## config.mk

```make
export PLATFORM = sky130hd
export DESIGN_NAME = md_tag_generator
export DESIGN_NICKNAME = d
export VERILOG_FILES = /design/src/rtl/core/mdtg_pkg.sv /design/src/rtl/core/mdtg_front.sv /design/src/rtl/core/mdtg_queue.sv /design/src/rtl/core/mdtg_back.sv /design/src/rtl/core/md_tag_generator.sv
export SDC_FILE = /design/constraint.sdc
export NUM_CORES = 1
export LEC_CHECK = 0
export ABC_AREA = 1
export ABC_CLOCK_PERIOD_IN_PS = 6000
export BUFFER_PORTS_ARGS = -buffer_cell sky130_fd_sc_hd__buf_4
export CORE_MARGIN = 8
export CORE_UTILIZATION = 55
export DETAILED_ROUTE_END_ITERATION = 16
export GPL_TIMING_DRIVEN = 1
export PLACE_DENSITY = 0.82
export SYNTH_ARGS = -nofsm -noshare
export SYNTH_HDL_FRONTEND = slang
export SYNTH_SLANG_ARGS = --single-unit
```

## constraint.sdc

```tcl
create_clock -name clk -period 6 [get_ports clk]
set_clock_uncertainty 0.05 [all_clocks]
set_input_delay 0.3 -clock clk [delete_from_list [all_inputs] [get_ports clk]]
set_output_delay 0.3 -clock clk [all_outputs]
set_load 0.005 [all_outputs]
```

## src/rtl/core/mdtg_pkg.sv

```systemverilog
// ----------------------------------------------------------------------------
// mdtg_pkg
// Shared types and constants of the MD tag token generator.
// ----------------------------------------------------------------------------
package mdtg_pkg;

	localparam int KIND_BITS   = 3;
	localparam int RUN_BITS    = 16;
	localparam int SYM_BITS    = 8;
	localparam int MAX_TOK     = 3;
	localparam int NTOK_BITS   = 2;
	localparam int QUEUE_DEPTH = 4;
	localparam int QPTR_BITS   = 2;
	localparam int QCNT_BITS   = QPTR_BITS + 1;

	localparam logic [SYM_BITS-1:0] GAP_RESET = 8'd45;
	localparam logic [RUN_BITS-1:0] RUN_MAX   = {RUN_BITS{1'b1}};

	// Token kinds.
	localparam logic [KIND_BITS-1:0] KIND_MISMATCH = 3'd0;
	localparam logic [KIND_BITS-1:0] KIND_CARET    = 3'd1;
	localparam logic [KIND_BITS-1:0] KIND_DELETED  = 3'd2;
	localparam logic [KIND_BITS-1:0] KIND_END      = 3'd3;
	localparam logic [KIND_BITS-1:0] KIND_ERROR    = 3'd4;

	typedef struct packed {
		logic [KIND_BITS-1:0] kind;
		logic [RUN_BITS-1:0]  run;
		logic [SYM_BITS-1:0]  sym;
	} tok_t;

	// All tokens caused by one column, oldest in slot zero.
	typedef struct packed {
		logic [NTOK_BITS-1:0]     ntok;
		tok_t [MAX_TOK-1:0]       tok;
	} bundle_t;

	// Write side of the column queue.
	typedef struct packed {
		logic    valid;
		bundle_t data;
	} qwr_t;

	// Read side of the column queue.
	typedef struct packed {
		logic    empty;
		bundle_t head;
	} qrd_t;

endpackage

```

## src/rtl/core/mdtg_front.sv

```systemverilog
// ----------------------------------------------------------------------------
// mdtg_front
// Classifies each column, keeps the match count and deletion state, and
// writes the tokens of the column as one bundle into the column queue.
// ----------------------------------------------------------------------------
module mdtg_front #(
	parameter int COUNT_BITS = 16
) (
	input  logic                         clk,
	input  logic                         arst_n,
	input  logic                         cfg_we,
	input  logic [mdtg_pkg::SYM_BITS-1:0] cfg_wdata,
	input  logic                         accept,
	input  logic [mdtg_pkg::SYM_BITS-1:0] query_symbol,
	input  logic [mdtg_pkg::SYM_BITS-1:0] subject_symbol,
	input  logic                         final_column,
	output mdtg_pkg::qwr_t               qwr
);

	logic [mdtg_pkg::SYM_BITS-1:0] gap_q;
	logic [COUNT_BITS-1:0]         cnt_q;
	logic                          del_q;
	logic [COUNT_BITS-1:0]         cnt_col;
	logic [COUNT_BITS-1:0]         cnt_d;
	logic                          del_d;
	logic                          qg;
	logic                          sg;
	logic [mdtg_pkg::RUN_BITS-1:0] run_now;
	logic [mdtg_pkg::RUN_BITS-1:0] run_col;
	logic [mdtg_pkg::NTOK_BITS-1:0] n;
	mdtg_pkg::bundle_t             bnd;

	assign qg = (query_symbol == gap_q);
	assign sg = (subject_symbol == gap_q);

	// The reported run is the counter capped at the token field's maximum.
	if (COUNT_BITS > mdtg_pkg::RUN_BITS) begin : g_cap
		assign run_now = (|cnt_q[COUNT_BITS-1:mdtg_pkg::RUN_BITS]) ? mdtg_pkg::RUN_MAX :
			cnt_q[mdtg_pkg::RUN_BITS-1:0];
		assign run_col = (|cnt_col[COUNT_BITS-1:mdtg_pkg::RUN_BITS]) ? mdtg_pkg::RUN_MAX :
			cnt_col[mdtg_pkg::RUN_BITS-1:0];
	end else begin : g_ext
		assign run_now = mdtg_pkg::RUN_BITS'(cnt_q);
		assign run_col = mdtg_pkg::RUN_BITS'(cnt_col);
	end

	// Next count and deletion state from the column class.
	always_comb begin
		cnt_col = cnt_q;
		del_d   = del_q;
		if (qg && sg) begin
			cnt_col = cnt_q;
		end else if (sg) begin
			del_d = 1'b0;
		end else if (qg) begin
			if (!del_q) begin
				cnt_col = '0;
				del_d   = 1'b1;
			end
		end else begin
			del_d = 1'b0;
			if (query_symbol != subject_symbol) begin
				cnt_col = '0;
			end else if (cnt_q != {COUNT_BITS{1'b1}}) begin
				cnt_col = cnt_q + 1'b1;
			end
		end
		cnt_d = cnt_col;
		if (final_column) begin
			cnt_d = '0;
			del_d = 1'b0;
		end
	end

	// Token bundle of the column, filled in emission order.
	always_comb begin
		bnd = '0;
		n   = '0;
		if (qg && sg) begin
			bnd.tok[n].kind = mdtg_pkg::KIND_ERROR;
			n = n + 1'b1;
		end else if (sg) begin
			n = n;
		end else if (qg) begin
			if (!del_q) begin
				bnd.tok[n].kind = mdtg_pkg::KIND_CARET;
				bnd.tok[n].run  = run_now;
				n = n + 1'b1;
			end
			bnd.tok[n].kind = mdtg_pkg::KIND_DELETED;
			bnd.tok[n].sym  = subject_symbol;
			n = n + 1'b1;
		end else if (query_symbol != subject_symbol) begin
			bnd.tok[n].kind = mdtg_pkg::KIND_MISMATCH;
			bnd.tok[n].run  = run_now;
			bnd.tok[n].sym  = subject_symbol;
			n = n + 1'b1;
		end
		if (final_column) begin
			bnd.tok[n].kind = mdtg_pkg::KIND_END;
			bnd.tok[n].run  = run_col;
			n = n + 1'b1;
		end
		bnd.ntok = n;
	end

	assign qwr.valid = accept && (n != '0);
	assign qwr.data  = bnd;

	// Gap code register.
	always_ff @(posedge clk or negedge arst_n) begin
		if (!arst_n) begin
			gap_q <= mdtg_pkg::GAP_RESET;
		end else if (cfg_we) begin
			gap_q <= cfg_wdata;
		end
	end

	// Column state, updated on every accepted column.
	always_ff @(posedge clk or negedge arst_n) begin
		if (!arst_n) begin
			cnt_q <= '0;
			del_q <= 1'b0;
		end else if (accept) begin
			cnt_q <= cnt_d;
			del_q <= del_d;
		end
	end

endmodule

```

## src/rtl/core/mdtg_queue.sv

```systemverilog
// ----------------------------------------------------------------------------
// mdtg_queue
// Short queue of token bundles between the classifier and the token sender.
// ----------------------------------------------------------------------------
module mdtg_queue (
	input  logic           clk,
	input  logic           arst_n,
	input  mdtg_pkg::qwr_t qwr,
	input  logic           deq,
	output logic           full,
	output mdtg_pkg::qrd_t qrd
);

	mdtg_pkg::bundle_t                 mem_q [mdtg_pkg::QUEUE_DEPTH];
	logic [mdtg_pkg::QPTR_BITS-1:0]    wr_ptr_q;
	logic [mdtg_pkg::QPTR_BITS-1:0]    rd_ptr_q;
	logic [mdtg_pkg::QCNT_BITS-1:0]    count_q;
	logic                              do_deq;

	assign full      = (count_q == mdtg_pkg::QCNT_BITS'(mdtg_pkg::QUEUE_DEPTH));
	assign qrd.empty = (count_q == '0);
	assign qrd.head  = mem_q[rd_ptr_q];
	assign do_deq    = deq && !qrd.empty;

	// Bundle storage.
	always_ff @(posedge clk) begin
		if (qwr.valid) begin
			mem_q[wr_ptr_q] <= qwr.data;
		end
	end

	// Pointers and fill level.
	always_ff @(posedge clk or negedge arst_n) begin
		if (!arst_n) begin
			wr_ptr_q <= '0;
			rd_ptr_q <= '0;
			count_q  <= '0;
		end else begin
			if (qwr.valid) begin
				wr_ptr_q <= wr_ptr_q + 1'b1;
			end
			if (do_deq) begin
				rd_ptr_q <= rd_ptr_q + 1'b1;
			end
			case ({qwr.valid, do_deq})
				2'b10:   count_q <= count_q + 1'b1;
				2'b01:   count_q <= count_q - 1'b1;
				default: count_q <= count_q;
			endcase
		end
	end

endmodule

```

## src/rtl/core/mdtg_back.sv

```systemverilog
// ----------------------------------------------------------------------------
// mdtg_back
// Sends the tokens of the head bundle one transfer at a time and releases
// the bundle after its last token.
// ----------------------------------------------------------------------------
module mdtg_back (
	input  logic                           clk,
	input  logic                           arst_n,
	input  mdtg_pkg::qrd_t                 qrd,
	input  logic                           pop,
	output logic                           deq,
	output logic                           empty,
	output logic [mdtg_pkg::KIND_BITS-1:0] token_kind,
	output logic [mdtg_pkg::RUN_BITS-1:0]  match_run,
	output logic [mdtg_pkg::SYM_BITS-1:0]  symbol_out,
	output logic                           column_done,
	output logic                           record_done
);

	logic [mdtg_pkg::NTOK_BITS-1:0] idx_q;
	mdtg_pkg::tok_t                 cur;
	logic                           last_tok;
	logic                           xfer;

	assign cur         = qrd.head.tok[idx_q];
	assign last_tok    = (idx_q == qrd.head.ntok - 1'b1);
	assign empty       = qrd.empty;
	assign xfer        = pop && !qrd.empty;
	assign deq         = xfer && last_tok;

	assign token_kind  = cur.kind;
	assign match_run   = cur.run;
	assign symbol_out  = cur.sym;
	assign column_done = last_tok;
	assign record_done = (cur.kind == mdtg_pkg::KIND_END);

	// Token index within the head bundle.
	always_ff @(posedge clk or negedge arst_n) begin
		if (!arst_n) begin
			idx_q <= '0;
		end else if (xfer) begin
			idx_q <= last_tok ? '0 : idx_q + 1'b1;
		end
	end

endmodule

```

## src/rtl/core/md_tag_generator.sv

```systemverilog
// ----------------------------------------------------------------------------
// md_tag_generator
// Turns an alignment, one column per transfer, into the tokens of an MD tag.
// ----------------------------------------------------------------------------
// Usage:
// Columns enter on the push/full side; a column is taken on any edge with
// push high and full low. Tokens leave on the empty/pop side; the oldest
// token is on the result ports while empty is low and is consumed on an edge
// with pop high. cfg_we writes the gap code from cfg_wdata at once.
// A column is classified in the cycle it is taken. Its tokens, up to three,
// travel as one bundle through a four-entry queue; into an empty queue, the
// first token shows in the cycle after the transfer. Columns are taken at one
// per cycle while the queue has room, and tokens leave at one per cycle while
// pop is high, so a column with k tokens holds its queue entry for k output
// transfers. Match and non-final insertion columns make no token and use no entry.
// When the receiver stalls, the queue fills and full rises after four
// waiting columns with tokens. Reset clears the count, the deletion flag and
// the queue, and sets the gap code to 45.
// ----------------------------------------------------------------------------
module md_tag_generator #(
	parameter int COUNT_BITS = 16
) (
	input  logic                           clk,
	input  logic                           arst_n,
	input  logic                           cfg_we,
	input  logic [mdtg_pkg::SYM_BITS-1:0]  cfg_wdata,
	input  logic                           push,
	output logic                           full,
	input  logic [mdtg_pkg::SYM_BITS-1:0]  query_symbol,
	input  logic [mdtg_pkg::SYM_BITS-1:0]  subject_symbol,
	input  logic                           final_column,
	output logic                           empty,
	input  logic                           pop,
	output logic [mdtg_pkg::KIND_BITS-1:0] token_kind,
	output logic [mdtg_pkg::RUN_BITS-1:0]  match_run,
	output logic [mdtg_pkg::SYM_BITS-1:0]  symbol_out,
	output logic                           column_done,
	output logic                           record_done
);

	mdtg_pkg::qwr_t qwr;
	mdtg_pkg::qrd_t qrd;
	logic           accept;
	logic           deq;

	assign accept = push && !full;

	mdtg_front #(
		.COUNT_BITS(COUNT_BITS)
	) u_front (
		.clk           (clk),
		.arst_n        (arst_n),
		.cfg_we        (cfg_we),
		.cfg_wdata     (cfg_wdata),
		.accept        (accept),
		.query_symbol  (query_symbol),
		.subject_symbol(subject_symbol),
		.final_column  (final_column),
		.qwr           (qwr)
	);

	mdtg_queue u_queue (
		.clk   (clk),
		.arst_n(arst_n),
		.qwr   (qwr),
		.deq   (deq),
		.full  (full),
		.qrd   (qrd)
	);

	mdtg_back u_back (
		.clk        (clk),
		.arst_n     (arst_n),
		.qrd        (qrd),
		.pop        (pop),
		.deq        (deq),
		.empty      (empty),
		.token_kind (token_kind),
		.match_run  (match_run),
		.symbol_out (symbol_out),
		.column_done(column_done),
		.record_done(record_done)
	);

endmodule

```

==> results of run 1 <==
==> worst max-delay path: cells and delay by family (launching register included) <==
kind          cells  cell delay [ns]
fa+ha+maj         1             0.26
flops             1             0.54
buf+inv           3             0.63
simple gates     12             2.16
==> logic make-up after synthesis <==
kind of cell | Yosys count | synth area share, %
xor+xnor | 19 | 1.16
flops | 322 | 66.0
fa+ha+maj | 11 | 1.01
buf+inv | 152 | 4.22
compound gates | 271 | 10.4
simple gates | 595 | 17.2
==> routing by layer <==
| metal | GRT usage, % | vias up |
|---|---|---|
| li1 | - | 4864 |
| met1 | 28.1 | 5086 |
| met2 | 36.1 | 523 |
| met3 | 2.70 | 73 |
| met4 | 7.57 | 0 |
| met5 | 0 | - |
==> synth_stat cells (11+ instances only) <==
| cell | count |
|---|---|
| sky130_fd_sc_hd__nand2_1 | 296 |
| sky130_fd_sc_hd__edfxtp_1 | 288 |
| sky130_fd_sc_hd__nor2_1 | 189 |
| sky130_fd_sc_hd__o21ai_0 | 165 |
| sky130_fd_sc_hd__o22ai_1 | 70 |
| sky130_fd_sc_hd__inv_1 | 69 |
| sky130_fd_sc_hd__clkbuf_1 | 55 |
| sky130_fd_sc_hd__nand3_1 | 54 |
| sky130_fd_sc_hd__dfrtp_1 | 30 |
| sky130_fd_sc_hd__nor3_1 | 14 |
| sky130_fd_sc_hd__a21oi_1 | 12 |
| sky130_fd_sc_hd__nor2_2 | 12 |
| sky130_fd_sc_hd__inv_2 | 11 |
| sky130_fd_sc_hd__nand4_1 | 11 |
==> worst paths after layout <==
check                                        start                    to  slack (ns)  cells after the start
max in group asynchronous                   arst_n   u_queue.rd_ptr_q[0]        5.32                      2
worst max register to register    u_front.gap_q[0]  u_queue.mem_q[0][49]        1.95                     16
worst min register to register  u_queue.count_q[0]    u_queue.count_q[0]        0.43                      1
worst min-delay path                        cfg_we      u_front.gap_q[7]        0.01                      2
worst max-delay path              u_front.gap_q[0]  u_queue.mem_q[0][49]        1.95                     16
min in group asynchronous                   arst_n      u_front.gap_q[1]        0.20                      2
==> through the flow <==
stage	hold slack [ns]	instances	setup WS [ns]	util, %	area (µm²)
finish	0.0122	1782	1.95	63.3	16400
global route	0.0353	1782	1.69	63.3	16400
CTS	0.00423	1782	1.96	63.3	16400
detailed placement	0.240	1711	1.99	58.4	15100
global placement	0.239	1711	2.10	58.4	15100
floorplan	-0.0456	1370	1.56	-	14400
==> report_power, final <==
group / total, mW / internal [mW] / switching (mW) / leakage (nW)
Clock: 2.13 / 1.31 / 0.815 / 0.548
Sequential: 2.96 / 2.81 / 0.154 / 3.03
Combinational: 2.36 / 0.832 / 1.53 / 2.57
Total: 7.45 / 4.95 / 2.50 / 6.15
==> sequential cells by signal, indices dropped and copies added (netlist names) <==
register and cells:
u_back.idx_q 2, u_front.cnt_q 16, u_front.del_q 1, u_front.gap_q 8
u_queue.count_q 3, u_queue.mem_q 288, u_queue.rd_ptr_q 2, u_queue.wr_ptr_q 2
==> area by class of cell <==
class | count | area share [%]
Clock buffer | 41 | 5.26
Multi-Input combinational cell | 896 | 26.3
Tap cell | 335 | 2.55
Timing Repair Buffer | 90 | 4.41
Inverter | 82 | 1.88
Clock inverter | 16 | 1.67
Sequential cell | 322 | 58.0
==> impl_results.md, run 1 <==
* Area of combinational cells with multiple inputs at 4310 µm²
* Status: finished, final reports clean
* Biggest area consumer among synthesized cells: sky130_fd_sc_hd__edfxtp_1
* I/O pin count at 61
* Port Buf Inserts at 60
* Crit path max-delay cell type: sky130_fd_sc_hd__nor2_4
* Pin count of the biggest net entering global routing at 115
* Routed wire length on met2 at 16.8 mm
* Number of enable-type register cells in the synthesized netlist at 288
* Max Slew Vio Count at 0
* Reported max-cap violation count at 0
* Cell breakdown of the critical path: inv_1 > nand2_1 > nand2_1 > nor2_1 > nand2_2 > nor2_4 > nand3_4 > nand2_2 > inv_1 > ha_1 > nand2_1 > nand2_2 > nand3_2 > nand2_4 > nor2_4 > buf_4
* Final net count at 1,464
* Most used DFF post-synth: sky130_fd_sc_hd__edfxtp_1
* Hold violation total from the final report at 0
* Global-route wire length before repair at 53.6 mm
* Count of nets left with antenna violations after detail routing at 0
* Avg Synthesized Cell Area at 10.5 µm²
* Top library cells by usage in the layout, fill and taps aside: sky130_fd_sc_hd__nand2_1 (296), sky130_fd_sc_hd__edfxtp_1 (288), sky130_fd_sc_hd__nor2_1 (187)
* Die outline height at 178 µm
* Routability-driven placement congestion ratio at 0.913
* DRC violation count after routing at 0
* Post-CTS Resized at 0
* H-tree depth at 1
* CTS clk-pin slew, worst paths at 0.06 ns
* Period utilisation layout at 67.5%
* Synthesis-to-layout area growth at 14.0%
* Die extent in x at 178 µm
* RSZ-0062 raised after global routing: false
* Number of antenna violations at the first check in global routing at 0
* Detailed Routing Iterations Pass 1 at 6
* Clk sink count at 322
* Distinct cell type count of the synthesized netlist at 36
* Total global routing overflow at 0
* Max Freq at 247 MHz
* CTS tree: built
* Number of inserted filler cells in the final layout at 1,891
* Post-detailed-placement half-perimeter wirelength at 20.3 mm
* Area share of the largest cell type after synthesis at 60.1%
* Maximum number of buffers from clock root to sink at 3
* Synthesized Nets at 1,411
* Overall die area at 31,600 µm²
* Critical Path Max Stage Delay at 0.62 ns
* Routed wirelength normalized by instance count at 19.3 µm
* Highest routed layer: met4
* Yosys warnings at 0
* CP Class: register to register
* Nature of the critical path startpoint: register
* Share of post-route cells with drive strength above 1 at 12.5%
* Count of hold buffers inserted by post-cts repair at 14
* Effective utilization at floorplan at 55.6%
* Largest vdd supply drop at 0.239 mV
* Critical Path RT at 6.14 ns
* Row count at 59
* Pleak at 6.15 nW
* Sum of routed wire length over all layers at 34.4 mm
* Met1 Wirelength at 13.7 mm
* Total setup buffers inserted after CTS at 0
* Inserted Diodes at 0
* Worst-Skew Late Latency at 0.55 ns
* Routed wire length on met3 at 2.92 mm
* Post-detailed-route via-to-cell ratio at 5.92
* Via count of the routed design at 10,500
* Share of async-settable or async-resettable flops after synthesis at 10.6%
* Maximum fanout encountered on the critical timing path at 26
* Seq. cell area at 9510 µm²
* Syn Std Cell Area at 14,400 µm²
* Type of destination of the critical path: register
* Post-route setup TNS at 0 ns
* Clk root buf: sky130_fd_sc_hd__clkbuf_16
* Slew at the pin closest to its max-slew limit at 1.11 ns
* First DRT Iteration DRCs at 1,310
* Via count of the first global-routing pass at 10,300
* Clock period minus final worst setup slack at 4.05 ns
* Number of buffers inserted during clock tree synthesis at 31
* Power Density at 454 nW/µm²
* Seq/Total Area, Yosys at 66.0%
* Worst max-slew margin expressed relative to the limit at 26.1%
* Synthesized instance count at 1,370
* Final setup violation count at 0
* Worst path arrival time at 4.19 ns
* Tot GR Track Use at 21.4%
* Most common library cell in the layout ignoring fill and taps: sky130_fd_sc_hd__nand2_1
* Design Power at 7.45 mW
* Core footprint at 25,900 µm²
* Worst hold path class: input port to register
* Cell types with the largest area share after synthesis: sky130_fd_sc_hd__edfxtp_1 (60%), sky130_fd_sc_hd__nand2_1 (7.7%), sky130_fd_sc_hd__o21ai_0 (5.7%), sky130_fd_sc_hd__dfrtp_1 (5.2%), sky130_fd_sc_hd__nor2_1 (4.9%)
* Synthesis-stage register bit count at 322
Power figures use the tool's default switching activity.
==> run 2, diff against run 1 <==
--- a/config.mk
+++ b/config.mk
@@ -5,8 +5,8 @@
 export SDC_FILE = /design/constraint.sdc
 export NUM_CORES = 1
 export LEC_CHECK = 0
-export ABC_AREA = 1
-export ABC_CLOCK_PERIOD_IN_PS = 6000
+export ABC_AREA = 0
+export ABC_CLOCK_PERIOD_IN_PS = 4160
 export BUFFER_PORTS_ARGS = -buffer_cell sky130_fd_sc_hd__buf_4
 export CORE_MARGIN = 8
 export CORE_UTILIZATION = 55
==> constraint.sdc (replaced) <==
create_clock -name clk -period 4.16 [get_ports clk]
set_clock_uncertainty 0.05 [all_clocks]
set_input_delay 0.208 -clock clk [delete_from_list [all_inputs] [get_ports clk]]
set_output_delay 0.208 -clock clk [all_outputs]
set_load 0.005 [all_outputs]
==> run 2 against run 1 <==
  * Final area increased by 0.62%
  * Power increased by 43%
  * Fmax rose by 5.6%
  * Final cell count is 26% lower
  * Largest power group unchanged
==> impl_results.md, run 2 <==
* Via count of the routed design at 8,473 (was 10,500)
* Clk sink count at 322 (unchanged)
* Pin count of the biggest net entering global routing at 44 (was 115)
* Syn Std Cell Area at 14,200 µm² (was 14,400 µm²)
* Most repeated cell in the gate-level netlist after synthesis: sky130_fd_sc_hd__edfxtp_1 (was sky130_fd_sc_hd__nand2_1)
* H-tree depth at 1 (unchanged)
* Port Buf Inserts at 60 (unchanged)
* Number of buffers inserted during clock tree synthesis at 30 (was 31)
* Inserted Diodes at 0 (unchanged)
* Worst hold path class: input port to register (unchanged)
* Design Power at 10.7 mW (was 7.45 mW)
* Synthesized Nets at 916 (was 1,411)
* Number of inserted filler cells in the final layout at 1,737 (was 1,891)
* Worst reg2reg startpoint: u_front.gap_q[3] (was u_front.gap_q[0])
* Nature of the critical path startpoint: register (unchanged)
* Worst reg2reg endpoint: u_queue.count_q[2] (was u_queue.mem_q[0][49])
* Distinct cell type count of the synthesized netlist at 70 (was 36)
* Count of nets left with antenna violations after detail routing at 0 (unchanged)
* Status: finished, final reports clean (unchanged)
* Die extent in x at 177 µm (was 178 µm)
* Synthesis-to-layout area growth at 16.1% (was 14.0%)
* Row count at 59 (unchanged)
* Flop pwr share at 41.2% (was 39.8%)
* Min-delay src: subject_symbol[0] (was cfg_we)
* Worst max-slew margin expressed relative to the limit at 25.1% (was 26.1%)
* Global-route wire length before repair at 50.2 mm (was 53.6 mm)
* Sum of routed wire length over all layers at 32.3 mm (was 34.4 mm)
* Final instance area at 16,500 µm² (was 16,400 µm²)
* Most common library cell in the layout ignoring fill and taps: sky130_fd_sc_hd__edfxtp_1 (was sky130_fd_sc_hd__nand2_1)
* Synthesized instance count at 875 (was 1,370)
* Post-detailed-placement half-perimeter wirelength at 19.3 mm (was 20.3 mm)
* RSZ-0062 raised after global routing: false (unchanged)
* Yosys warnings at 0 (unchanged)
* CP Class: register to register (unchanged)
* Max Slew Vio Count at 0 (unchanged)
* Maximum fanout encountered on the critical timing path at 9 (was 26)
* Seq. cell area at 9510 µm² (unchanged)
* Largest register FFs at 288 (unchanged)
* Max Freq at 261 MHz (was 247 MHz)
* Hold violation total from the final report at 0 (unchanged)
* Avg Synthesized Cell Area at 16.2 µm² (was 10.5 µm²)
* Tot GR Track Use at 20.6% (was 21.4%)
* CTS clk-pin slew, worst paths at 0.07 ns (was 0.06 ns)
* DRC violation count after routing at 0 (unchanged)
* Routed wirelength normalized by instance count at 24.4 µm (was 19.3 µm)
* Number of enable-type register cells in the synthesized netlist at 288 (unchanged)
* Area of combinational cells with multiple inputs at 4440 µm² (was 4310 µm²)
* Reported max-cap violation count at 0 (unchanged)
* Period utilisation layout at 92.2% (was 67.5%)
* Placed cell areas at 15,200 µm² (was 15,100 µm²)
* Pleak at 5.68 nW (was 6.15 nW)
* Synthesis-stage register bit count at 322 (unchanged)
* Top library cells by usage in the layout, fill and taps aside: sky130_fd_sc_hd__edfxtp_1 (288), sky130_fd_sc_hd__buf_4 (79), sky130_fd_sc_hd__mux4_2 (72) (was sky130_fd_sc_hd__nand2_1 (296), sky130_fd_sc_hd__edfxtp_1 (288), sky130_fd_sc_hd__nor2_1 (187))
* Clock period minus final worst setup slack at 3.83 ns (was 4.05 ns)
* Reported net switching power at 3.03 mW (was 2.50 mW)
* Hold Slack at 0.0238 ns (was 0.0122 ns)
* Effective utilization at floorplan at 55.3% (was 55.6%)
* Clk pwr share at 29.0% (was 28.6%)
* Fraction of power spent switching nets at 28.4% (was 33.5%)
* Worst-Skew Late Latency at 0.55 ns (about the same)
* Logic gate share of total power at 29.8% (was 31.7%)
* Routability-driven placement congestion ratio at 0.931 (was 0.913)
* Worst setup timing slack at the placement stage at 0.236 ns (was 1.99 ns)
* Area share of the largest cell type after synthesis at 60.8% (was 60.1%)
* Cell types with the largest area share after synthesis: sky130_fd_sc_hd__edfxtp_1 (61%), sky130_fd_sc_hd__mux4_2 (11%), sky130_fd_sc_hd__dfrtp_1 (5.3%), sky130_fd_sc_hd__mux2i_1 (1.9%), sky130_fd_sc_hd__nand2_1 (1.8%) (was sky130_fd_sc_hd__edfxtp_1 (60%), sky130_fd_sc_hd__nand2_1 (7.7%), sky130_fd_sc_hd__o21ai_0 (5.7%), sky130_fd_sc_hd__dfrtp_1 (5.2%), sky130_fd_sc_hd__nor2_1 (4.9%))
* Biggest area consumer among synthesized cells: sky130_fd_sc_hd__edfxtp_1 (unchanged)
* Detailed Routing Iterations Pass 1 at 5 (was 6)
* Overall die area at 31,200 µm² (was 31,600 µm²)
* Maximum number of buffers from clock root to sink at 3 (unchanged)
* Share of post-route cells with drive strength above 1 at 26.0% (was 12.5%)
* Final net count at 1,004 (was 1,464)
* Most used DFF post-synth: sky130_fd_sc_hd__edfxtp_1 (unchanged)
* Hold EP: u_queue.mem_q[3][27] (was u_front.gap_q[7])
* CTS tree: built (unchanged)
* Slew at the pin closest to its max-slew limit at 1.12 ns (was 1.11 ns)
* Share of async-settable or async-resettable flops after synthesis at 10.6% (unchanged)
* Number of antenna violations at the first check in global routing at 0 (unchanged)
* Post-route setup TNS at 0 ns (unchanged)
* Number of cells traversed by the worst register-to-register path at 18 (was 16)
* Clk root buf: sky130_fd_sc_hd__clkbuf_16 (unchanged)
* Type of destination of the critical path: register (unchanged)
* Die outline height at 177 µm (was 178 µm)
* Via count of the first global-routing pass at 8,753 (was 10,300)
* PnR worst setup slack at 0.326 ns (was 1.95 ns)
* Worst Hold Path Cells at 2 (unchanged)
* Seq/Total Area, Yosys at 66.9% (was 66.0%)
* Leading registers by flop count: u_queue.mem_q x288, u_front.cnt_q x16, u_front.gap_q x8 (unchanged)
* Worst path arrival time at 4.26 ns (was 4.19 ns)
* Total global routing overflow at 0 (unchanged)
* Critical Path RT at 4.59 ns (was 6.14 ns)
* Power Density at 647 nW/µm² (was 454 nW/µm²)
* Final setup violation count at 0 (unchanged)
* Core footprint at 25,700 µm² (was 25,900 µm²)
* Leading cell types by count after synthesis: sky130_fd_sc_hd__edfxtp_1 (288), sky130_fd_sc_hd__mux4_2 (72), sky130_fd_sc_hd__nand2_1 (68), sky130_fd_sc_hd__nor2_1 (44), sky130_fd_sc_hd__o21ai_0 (32) (was sky130_fd_sc_hd__nand2_1 (296), sky130_fd_sc_hd__edfxtp_1 (288), sky130_fd_sc_hd__nor2_1 (189), sky130_fd_sc_hd__o21ai_0 (165), sky130_fd_sc_hd__o22ai_1 (70))
* Total setup buffers inserted after CTS at 0 (unchanged)
* Largest vdd supply drop at 0.333 mV (was 0.239 mV)
* First DRT Iteration DRCs at 956 (was 1,310)
* I/O pin count at 61 (unchanged)
* Cell-internal power at 7.66 mW (was 4.95 mW)
* R2R setup slack at 0.33 ns (was 1.95 ns)
* Post-detailed-route via-to-cell ratio at 6.41 (was 5.92)
* Register with the highest flop count: u_queue.mem_q (unchanged)
-- run 2: cell count changes in the layout (fill, tap and decap cells not counted), moves of 8 or more --
cell | previous run | this run
sky130_fd_sc_hd__mux4_2 | 0 | 72
sky130_fd_sc_hd__mux2_2 | 0 | 8
sky130_fd_sc_hd__mux2i_1 | 0 | 27
sky130_fd_sc_hd__a21oi_1 | 12 | 21
sky130_fd_sc_hd__nor2_2 | 10 | 2
sky130_fd_sc_hd__nand2_1 | 296 | 68
sky130_fd_sc_hd__o21ai_0 | 165 | 32
sky130_fd_sc_hd__o22ai_1 | 70 | 2
sky130_fd_sc_hd__xor2_1 | 9 | 19
sky130_fd_sc_hd__inv_1 | 69 | 17
sky130_fd_sc_hd__and2_1 | 4 | 22
sky130_fd_sc_hd__inv_2 | 11 | 1
sky130_fd_sc_hd__nor2_1 | 187 | 43
sky130_fd_sc_hd__nand3_1 | 54 | 9
-- run 2: cell type report --
type                    count  share of cell area, %
clock buffers              32                   4.72
clock inverters            24                   2.19
inverters                  18                  0.409
multi-input cells         486                   26.9
flip-flops and latches    322                   57.6
well taps                 335                   2.54
repair buffers            105                   5.65
-- run 2: metal layers --
metal  GRT usage (%)  part of all wire, %  wire length, µm
met1            27.2                   39            12700
met4            7.11                  3.0              979
met5               0                    0                0
met2            34.7                   50            16000
met3            3.16                  8.0             2570
-- run 2: cells by family after synthesis --
kind of cell | after synthesis | synth area share, %
multiplexers | 108 | 14.0
adder cells (fa/ha/maj) | 11 | 1.02
XOR/XNOR | 32 | 1.97
AO/OA/AOI/OAI | 124 | 6.03
flip-flops | 322 | 66.9
AND/OR/NAND/NOR | 211 | 8.01
buffers and inverters | 67 | 2.07
-- run 2: worst max-delay path by stage --
stage,start,end,slack (ns),cells past startpoint
2_1_floorplan,u_front.gap_q[2],u_queue.mem_q[0][0],0.22,12
3_3_place_gp,u_front.gap_q[5],u_queue.count_q[2],0.51,16
3_5_place_dp,u_front.gap_q[5],u_queue.count_q[2],0.24,16
4_1_cts,u_front.gap_q[5],u_queue.count_q[2],0.26,16
5_1_grt,u_front.gap_q[3],u_queue.count_q[2],0.06,18
6_report,u_front.gap_q[3],u_queue.count_q[2],0.33,18
-- run 2: power by group through the flow --
stage	combinational (mW)	clock (mW)	sequential [mW]
global placement	3.15	0	4.41
finish	3.18	3.10	4.40
CTS	3.25	3.12	4.40
detailed placement	3.21	0	4.46
global route	3.44	3.25	4.45
floorplan	2.05	0	4.38
-- run 2: timing repair --
| item | CTS | global route |
|---|---|---|
| setup endpoints to repair | 0 | 1 |
| hold endpoints to repair | 44 | 0 |
| hold buffers | 18 | 0 |
| resized for setup | 0 | 2 |
-- run 2: worst max-delay path: stages (launching register included) --
cell,delay (ns)
sky130_fd_sc_hd__dfstp_2,0.57
sky130_fd_sc_hd__xor2_1,0.09
sky130_fd_sc_hd__nor4_2,0.35
sky130_fd_sc_hd__and2_1,0.20
sky130_fd_sc_hd__buf_4,0.18
sky130_fd_sc_hd__o21ai_0,0.09
sky130_fd_sc_hd__o21ai_1,0.17
sky130_fd_sc_hd__ha_1,0.18
sky130_fd_sc_hd__and2_1,0.15
sky130_fd_sc_hd__o21ai_0,0.15
sky130_fd_sc_hd__o32ai_2,0.35
sky130_fd_sc_hd__a311oi_4,0.07
sky130_fd_sc_hd__inv_1,0.08
sky130_fd_sc_hd__ha_1,0.18
sky130_fd_sc_hd__inv_1,0.07
sky130_fd_sc_hd__fa_1,0.42
sky130_fd_sc_hd__xor2_1,0.15
sky130_fd_sc_hd__nor2_1,0.13
sky130_fd_sc_hd__xor2_1,0.16
-- run 2: per-stage QoR --
stage | utilization (%) | cells
3_3_place_gp | 59.1 | 1248
2_1_floorplan | - | 875
3_5_place_dp | 59.1 | 1248
4_1_cts | 64.2 | 1322
5_1_grt | 64.3 | 1322
6_report | 64.3 | 1322
==> run 3, diff against run 2 <==
--- a/config.mk
+++ b/config.mk
@@ -8,6 +8,7 @@
 export ABC_AREA = 0
 export ABC_CLOCK_PERIOD_IN_PS = 4160
 export BUFFER_PORTS_ARGS = -buffer_cell sky130_fd_sc_hd__buf_4
+export CORE_ASPECT_RATIO = 1.5
 export CORE_MARGIN = 8
 export CORE_UTILIZATION = 55
 export DETAILED_ROUTE_END_ITERATION = 16
==> run 3 against run 2 <==
  * Sequential power about the same
  * Global-route usage shrank 0.23 points
  * Fmax is 4.9% lower
  * Critical path type unchanged
==> impl_results.md, run 3 (synthesis gave the netlist of run 2 again) <==
* Final standard cell count with taps included and fillers excluded at 1,317 (was 1,322)
* Number of antenna violations at the first check in global routing at 0 (unchanged)
* Via count of the routed design at 8,228 (was 8,473)
* Worst path arrival time at 4.45 ns (was 4.26 ns)
* Max Freq at 248 MHz (was 261 MHz)
* Tot GR Track Use at 20.4% (was 20.6%)
* CP Class: register to register (unchanged)
* Most common library cell in the layout ignoring fill and taps: sky130_fd_sc_hd__edfxtp_1 (unchanged)
* Detailed Routing Iterations Pass 1 at 5 (unchanged)
* CTS tree: built (unchanged)
* Power Density at 626 nW/µm² (was 647 nW/µm²)
* Largest vdd supply drop at 0.505 mV (was 0.333 mV)
* Number of logic stages on the critical path including buffering at 19 (was 18)
* Total global routing overflow at 0 (unchanged)
* Number of buffer and inverter stages on the critical path at 4 (was 3)
* DRC violation count after routing at 0 (unchanged)
* Dominant cell type by count on the critical path: sky130_fd_sc_hd__xor2_1 (unchanged)
* Core footprint at 25,600 µm² (was 25,700 µm²)
* Pin count of the biggest net entering global routing at 52 (was 44)
* Routed wirelength normalized by instance count at 24.1 µm (was 24.4 µm)
* Top library cells by usage in the layout, fill and taps aside: sky130_fd_sc_hd__edfxtp_1 (288), sky130_fd_sc_hd__buf_4 (78), sky130_fd_sc_hd__mux4_2 (72) (was sky130_fd_sc_hd__edfxtp_1 (288), sky130_fd_sc_hd__buf_4 (79), sky130_fd_sc_hd__mux4_2 (72))
* Global-route wire length before repair at 49.1 mm (was 50.2 mm)
* Cell breakdown of the critical path: xor2_1 > nor4_2 > buf_4 > and2_1 > buf_4 > o21ai_0 > o21ai_1 > ha_1 > and2_1 > o21ai_0 > o32ai_2 > a311oi_4 > inv_1 > ha_1 > inv_1 > fa_1 > xor2_1 > nor2_1 > xor2_1 (was xor2_1 > nor4_2 > and2_1 > buf_4 > o21ai_0 > o21ai_1 > ha_1 > and2_1 > o21ai_0 > o32ai_2 > a311oi_4 > inv_1 > ha_1 > inv_1 > fa_1 > xor2_1 > nor2_1 > xor2_1)
* Largest register FFs at 288 (unchanged)
* Number of buffers inserted during clock tree synthesis at 28 (was 30)
* Worst max-slew margin expressed relative to the limit at 32.2% (was 25.1%)
* Synthesis-to-layout area growth at 14.6% (was 16.1%)
* Crit path max-delay cell type: sky130_fd_sc_hd__dfstp_2 (unchanged)
* Inserted Diodes at 0 (unchanged)
* Period utilisation layout at 96.9% (was 92.2%)
* Post-detailed-placement half-perimeter wirelength at 20.3 mm (was 19.3 mm)
* Hold Slack at 0.0278 ns (was 0.0238 ns)
* Cell family with most CP delay: adder cells (was simple AND/OR/NAND/NOR gates)
* Die outline height at 213 µm (was 177 µm)
* First DRT Iteration DRCs at 714 (was 956)
* Routability-driven placement congestion ratio at 0.951 (was 0.931)
* Number of cells traversed by the worst register-to-register path at 19 (was 18)
* Worst Hold Path Cells at 2 (unchanged)
* PnR worst setup slack at 0.129 ns (was 0.326 ns)
* Clock period minus final worst setup slack at 4.03 ns (was 3.83 ns)
* CTS clk-pin slew, worst paths at 0.07 ns (about the same)
* Nature of the critical path startpoint: register (unchanged)
* Overall die area at 31,400 µm² (was 31,200 µm²)
* Sum of routed wire length over all layers at 31.7 mm (was 32.3 mm)
* Share of post-route cells with drive strength above 1 at 25.4% (was 26.0%)
* Number of cells after detailed placement at 1,244 (was 1,248)
* Worst setup timing slack at the placement stage at 0.216 ns (was 0.236 ns)
* Maximum fanout encountered on the critical timing path at 9 (unchanged)
* Slew at the pin closest to its max-slew limit at 1.01 ns (was 1.12 ns)
* Register with the highest flop count: u_queue.mem_q (unchanged)
* H-tree depth at 1 (unchanged)
* Maximum number of buffers from clock root to sink at 3 (unchanged)
* Row count at 72 (was 59)
* Worst hold path class: input port to register (unchanged)
* Hold violation total from the final report at 0 (unchanged)
* Critical Path Max Stage Delay at 0.56 ns (was 0.57 ns)
* Effective utilization at floorplan at 55.6% (was 55.3%)
* Final net count at 1,003 (was 1,004)
* Max Slew Vio Count at 0 (unchanged)
* Post-detailed-route via-to-cell ratio at 6.25 (was 6.41)
* Status: finished, final reports clean (unchanged)
* Reported max-cap violation count at 0 (unchanged)
* Port Buf Inserts at 60 (unchanged)
* Clk root buf: sky130_fd_sc_hd__clkbuf_16 (unchanged)
* Via count of the first global-routing pass at 8,567 (was 8,753)
* Count of nets left with antenna violations after detail routing at 0 (unchanged)
* Type of destination of the critical path: register (unchanged)
* Worst-Skew Late Latency at 0.55 ns (about the same)
* Die extent in x at 147 µm (was 177 µm)
* I/O pin count at 61 (unchanged)
* Pleak at 5.58 nW (was 5.68 nW)
* Number of inserted filler cells in the final layout at 1,797 (was 1,737)
* Clk sink count at 322 (unchanged)
* Leading registers by flop count: u_queue.mem_q x288, u_front.cnt_q x16, u_front.gap_q x8 (unchanged)
* Final setup violation count at 0 (unchanged)
* Critical Path RT at 4.58 ns (was 4.59 ns)
[run 3: changes by cell type in the layout (fill, tap and decap cells not counted)]
cell / change
sky130_fd_sc_hd__bufinv_16: -7
sky130_fd_sc_hd__clkinv_4: +4
sky130_fd_sc_hd__clkbuf_16: -2
sky130_fd_sc_hd__clkinv_1: +2
sky130_fd_sc_hd__dlygate4sd3_1: +2
sky130_fd_sc_hd__buf_4: -1
sky130_fd_sc_hd__inv_6: -1
[run 3: path summary, 6_finish.rpt]
check / endpoint / start / slack [ns]
setup / recovery: u_queue.count_q[2] / u_front.gap_q[0] / 0.13
hold / removal: u_queue.mem_q[1][27] / subject_symbol[0] / 0.03
setup reg to reg: u_queue.count_q[2] / u_front.gap_q[0] / 0.13
hold reg to reg: u_queue.count_q[0] / u_queue.count_q[0] / 0.45
max in group asynchronous: u_queue.rd_ptr_q[0] / arst_n / 3.58
min in group asynchronous: u_front.gap_q[7] / arst_n / 0.11
[run 3: layer usage]
layer / wire [µm] / GRT usage (%)
met5: 0 / 0
met1: 11600 / 23.1
met2: 17400 / 38.1
met4: 931 / 8.08
met3: 1800 / 2.82
[run 3: power breakdown]
group	switching (mW)	internal, mW	total, mW
clock network	1.15	1.41	2.56
registers	0.203	4.20	4.41
logic	1.68	1.54	3.23
total	3.04	7.15	10.2
[run 3: cell type report]
cell class                 instances  area [µm²]  share of cell area [%]
clock buffer                      30         729                    4.48
tap                              333         417                    2.56
sequential                       322        9510                    58.4
inverter                          18        67.6                   0.415
timing repair buffer             106         946                    5.81
multi-input combinational        486        4440                    27.2
clock inverter                    22         185                    1.14
[run 3: metrics by stage]
stage,setup TNS [ns],power [mW],util (%),cell area [µm²]
global route,-0.00329,10.6,63.7,16300
detailed placement,0,7.74,59.3,15200
CTS,0,10.3,63.6,16300
floorplan,0,6.44,-,14200
finish,0,10.2,63.7,16300
global placement,0,7.63,59.3,15200
[run 3: repair_timing]
item	4_1_cts	5_1_grt
buffers inserted	0	1
hold buffers	20	0
setup endpoints to repair	0	1
resized for setup	0	2
endpoints found under the hold margin	53	0
